`config.mk`:
```
export PLATFORM = sky130hd
export DESIGN_NAME = rmf_sort_chain
export DESIGN_NICKNAME = d
export VERILOG_FILES = /design/src/rtl/rmf_pkg.sv /design/src/rtl/rmf_sort_cell.sv /design/src/rtl/rmf_sort_chain.sv
export SDC_FILE = /design/constraint.sdc
export NUM_CORES = 2
export LEC_CHECK = 0
export BUFFER_PORTS_ARGS = -buffer_cell sky130_fd_sc_hd__buf_4
export CORE_ASPECT_RATIO = 0.8
export CORE_UTILIZATION = 25
export DETAILED_ROUTE_END_ITERATION = 8
export PLACE_DENSITY_LB_ADDON = 0.25
export SLEW_MARGIN = 20
export SYNTH_ARGS = -nofsm -noshare
export SYNTH_HDL_FRONTEND = slang
export SYNTH_SLANG_ARGS = --single-unit
```
`constraint.sdc`:
```
create_clock -name aclk -period 11.4 [get_ports aclk]
set_input_delay 2.28 -clock aclk [delete_from_list [all_inputs] [get_ports aclk]]
set_output_delay 2.28 -clock aclk [all_outputs]
set_load 0.01 [all_outputs]
```
`src/rtl/rmf_pkg.sv`:
```
package rmf_pkg;

    localparam int MAX_WIDTH_DEF  = 1024;
    localparam int MAX_KERNEL_DEF = 7;
    localparam int PIX_W          = 24;
    localparam int CH_W           = 8;

    // register indexes of the configuration port
    localparam logic [1:0] REG_KERNEL_SIZE  = 2'd0;
    localparam logic [1:0] REG_FRAME_WIDTH  = 2'd1;
    localparam logic [1:0] REG_FRAME_HEIGHT = 2'd2;

    // control of the sorting chain, shared by all cells
    typedef struct packed {
        logic clear;
        logic insert;
    } chain_ctrl_t;

endpackage

```
`src/rtl/rmf_sort_cell.sv`:
```
module rmf_sort_cell (
    input  logic                      aclk,
    input  logic                      aresetn,
    input  rmf_pkg::chain_ctrl_t      ctrl,
    input  logic [rmf_pkg::PIX_W-1:0] new_pix,
    input  logic [rmf_pkg::PIX_W-1:0] left_pix,
    input  logic [2:0]                left_gt,
    input  logic                      left_valid,
    output logic [rmf_pkg::PIX_W-1:0] pix,
    output logic [2:0]                gt,
    output logic                      valid
);
    import rmf_pkg::*;

    logic [PIX_W-1:0] pix_reg;
    logic [PIX_W-1:0] pix_next;
    logic             valid_reg;

    // per channel: does this cell move right on insert
    always_comb begin
        for (int c = 0; c < 3; c++) begin
            gt[c] = !valid_reg || (pix_reg[c*CH_W +: CH_W] > new_pix[c*CH_W +: CH_W]);
        end
    end

    // take left value if left shifts too, else the new value
    always_comb begin
        for (int c = 0; c < 3; c++) begin
            if (gt[c]) begin
                pix_next[c*CH_W +: CH_W] = left_gt[c] ? left_pix[c*CH_W +: CH_W]
                                                      : new_pix[c*CH_W +: CH_W];
            end else begin
                pix_next[c*CH_W +: CH_W] = pix_reg[c*CH_W +: CH_W];
            end
        end
    end

    always_ff @(posedge aclk) begin
        if (!aresetn) begin
            valid_reg <= 1'b0;
        end else if (ctrl.clear) begin
            valid_reg <= 1'b0;
        end else if (ctrl.insert) begin
            valid_reg <= valid_reg | left_valid;
        end
    end

    always_ff @(posedge aclk) begin
        if (ctrl.insert) begin
            pix_reg <= pix_next;
        end
    end

    assign pix   = pix_reg;
    assign valid = valid_reg;

endmodule

```
`src/rtl/rmf_sort_chain.sv`:
```
module rmf_sort_chain #(
    parameter int NUM_CELLS = 49
) (
    input  logic                                aclk,
    input  logic                                aresetn,
    input  rmf_pkg::chain_ctrl_t                ctrl,
    input  logic [rmf_pkg::PIX_W-1:0]           new_pix,
    output logic [NUM_CELLS*rmf_pkg::PIX_W-1:0] sorted_pix
);
    import rmf_pkg::*;

    logic [PIX_W-1:0] pix   [NUM_CELLS];
    logic [2:0]       gt    [NUM_CELLS];
    logic             valid [NUM_CELLS];

    // row of cells, ascending from cell 0
    for (genvar i = 0; i < NUM_CELLS; i++) begin : g_cell
        logic [PIX_W-1:0] lp;
        logic [2:0]       lg;
        logic             lv;
        if (i == 0) begin : g_head
            // nothing shifts in from the left, the head takes the new value
            assign lp = '0;
            assign lg = 3'b000;
            assign lv = 1'b1;
        end else begin : g_body
            assign lp = pix[i-1];
            assign lg = gt[i-1];
            assign lv = valid[i-1];
        end
        rmf_sort_cell u_cell (
            .aclk       (aclk),
            .aresetn    (aresetn),
            .ctrl       (ctrl),
            .new_pix    (new_pix),
            .left_pix   (lp),
            .left_gt    (lg),
            .left_valid (lv),
            .pix        (pix[i]),
            .gt         (gt[i]),
            .valid      (valid[i])
        );
        assign sorted_pix[i*PIX_W +: PIX_W] = pix[i];
    end

endmodule

```
==> results.cfg <==
[min_path]
whs_path_depth = 2
worstHoldEndpoint = g_cell[13].u_cell.valid
min_from = g_cell[13].u_cell.valid
hp-class = flip-flop to flip-flop

[global_routing]
grt_overflow = 0
grt_pass1_wl_um = 488000
track_usage_pct = 21.6
antenna_found_initial = 10
grt_max_degree = 99
first_global_vias = 59900

[drt]
drc = 0
drtPass1Iterations = 5
viasPerCell = 5.13
ant_nets = 0
routed_wl_um = 357000
drt_iter0_drc = 4175
vias = 59200
avgRoutedWirePerCell_um = 30.9

[yosys]
synth.distinct_cells = 31
synth_top_area_share_pct = 44.6
synth_area_leader_cell = edfxtp_1
synthCells = 5936
yosysWarnings = 0
syn_avg_cell_area_um2 = 13.3
syn_area_mm2 = 0.0792
synth-seq-area-share_pct = 45.8
ys_ff_latch = 1225
synth.area.top_cells = edfxtp_1, ha_1, mux2_2
syn-num-nets = 7140

[worst_setup_path]
crit_type = primary input to flip-flop
cp_top_family = buffers and inverters
crit_fanout = 27
crit_buf_inv = 4
rrSetupSlack_ns = 8.53
worst-r2r-cell-count = 3
crit_chain = buf_4 > inv_2 > buf_4 > buf_4 > ha_1 > nor2b_1 > o211ai_1 > a21oi_1 > o41ai_4 > nor2_1
crit_path_max_incr_delay_ns = 0.63
worstPathArrival_ns = 5.60
crit_top_cell = buf_4
regToRegStartpoint = g_cell[38].u_cell.valid
endpoint_kind = flip-flop
start_kind = primary input
r2r-end = g_cell[38].u_cell.pix[6]
worstPathRequired_ns = 11.88
slowest_stage = buf_4

[cts]
postCtsHoldBufs = 0
cts_max_path_buffers = 4
clkTransAtPathRegs_ns = 0.05
numCtsBuffers = 162
cts_resized = 0
h-tree-depth = 4
cts_tree = built
post-cts-setup-buffers = 0
cts.sinks = 1225
cts_root_buffer = clkbuf_16
clkLatencyLatePin_ns = 0.83

[timing]
tightest_slew_ns = 1.14
setup_ws_ns = 6.28
tns_ns = 0
slew_violations = 0
relSlewSlack_pct = 23.7
rsz0062_at_grt = false
setup_viol = 0
fmax_ghz = 0.195
post-route-period-util_pct = 44.9
fin_skew_ns = 0.0664
layout_min_cycle_time_ns = 5.12
hold_viol = 0

[cells_and_area]
layout-drive-gt1-share_pct = 38.8
instances_no_fill = 11500
largest_register_ffs = 1176
final_cell_mix = buf_4, ha_1, edfxtp_1
final_nets = 8435
fin_area_mm2 = 0.0988
layout_commonest_cell = buf_4
syn_to_final_growth_pct = 24.7

[die]
die_height_um = 506
ioPinCount = 1204
start_util_pct = 25.2
dieWidth_um = 631
die_area_mm2 = 0.319
num_rows = 184
design.core.area_mm2 = 0.315

[placed_design]
dp_cells = 11300
place_area_mm2 = 0.0935
gp_congestion = 0.878
dp_hpwl_um = 263000
post-place-ws_ns = 5.46
io_buffer_count = 1203

[power_and_ir_drop]
finalPower_mw = 12.8
power_density_mw_per_mm2 = 130
p_leak_nw = 38.6
peakVddDrop_v = 0.000100

[flow_run]
cap_violations = 0

[status]
outcome = finished clean
==> cell families after synthesis <==
group	count (synthesis)	synth area share [%]
muxes	1152	16.4
adders and majority gates	1176	18.6
and+or+nand+nor	1091	7.25
AOI/OAI and AO/OA	933	10.3
buffers and inverters	359	1.70
DFF	1225	45.8
==> synth_stat cells <==
cell type and instances:
a211oi_1 145, a21boi_0 1, a21o_1 1, a21oi_1 344
a31oi_1 1, and4_1 2, buf_1 1, clkbuf_1 146
dfxtp_1 49, edfxtp_1 1176, ha_1 1176, inv_1 212
mux2_2 1152, nand2_1 82, nand2b_1 63, nand3_1 81
nand4_1 212, nor2_1 339, nor2b_1 147, nor3b_1 1
nor4bb_1 1, o211ai_1 65, o21a_1 2, o21ai_0 148
o21bai_1 80, o31ai_1 2, o31ai_4 80, o41ai_4 64
or2b_1 19, or3_1 114, or3_2 30
==> metal layers <==
metal / GRT usage, % / part of all wire (%) / up-vias
met4: 10.2 / 5.4 / 0
li1: - / - / 26000
met1: 26.9 / 42 / 30500
met2: 35.0 / 46 / 2061
met5: 0 / 0 / -
met3: 5.04 / 7.1 / 550
==> final cells by class <==
cell class | count | area, um2
Antenna cell | 9 | 22.5
Tap cell | 4185 | 5240
Inverter | 212 | 803
Multi-Input combinational cell | 4352 | 41600
Clock buffer | 200 | 4280
Clock inverter | 82 | 976
Sequential cell | 1225 | 36300
Timing Repair Buffer | 1278 | 9620
Fill cell | 31500 | 216000
==> worst reg2reg max path, stage by stage, from the launching register on <==
cell and delay, ns:
dfxtp_1 0.88, inv_1 0.45, o41ai_4 0.80, nor2_1 0.36
==> where the power goes <==
group / switching [mW] / internal (mW)
Combinational: 1.18 / 0.791
Sequential: 0.318 / 5.23
Clock: 2.16 / 3.14
Total: 3.65 / 9.15
==> how the worst max path moves through the flow <==
stage | startpoint | endpoint | slack [ns] | cells past startpoint
floorplan | new_pix[5] | g_cell[12].u_cell.pix[0] | 6.20 | 7
global placement | new_pix[0] | g_cell[29].u_cell.pix[0] | 5.52 | 9
detailed placement | new_pix[0] | g_cell[21].u_cell.pix[4] | 5.46 | 9
CTS | new_pix[0] | g_cell[26].u_cell.pix[0] | 6.35 | 9
global route | new_pix[0] | g_cell[15].u_cell.pix[5] | 6.21 | 9
finish | new_pix[17] | g_cell[25].u_cell.pix[20] | 6.28 | 10
==> per-stage QoR <==
stage	hold WS, ns	utilization [%]
2_1_floorplan	0.459	-
3_3_place_gp	0.449	29.7
3_5_place_dp	0.456	29.7
4_1_cts	0.474	31.4
5_1_grt	0.493	31.4
6_report	0.467	31.4
(Power assumes the default switching activity.)
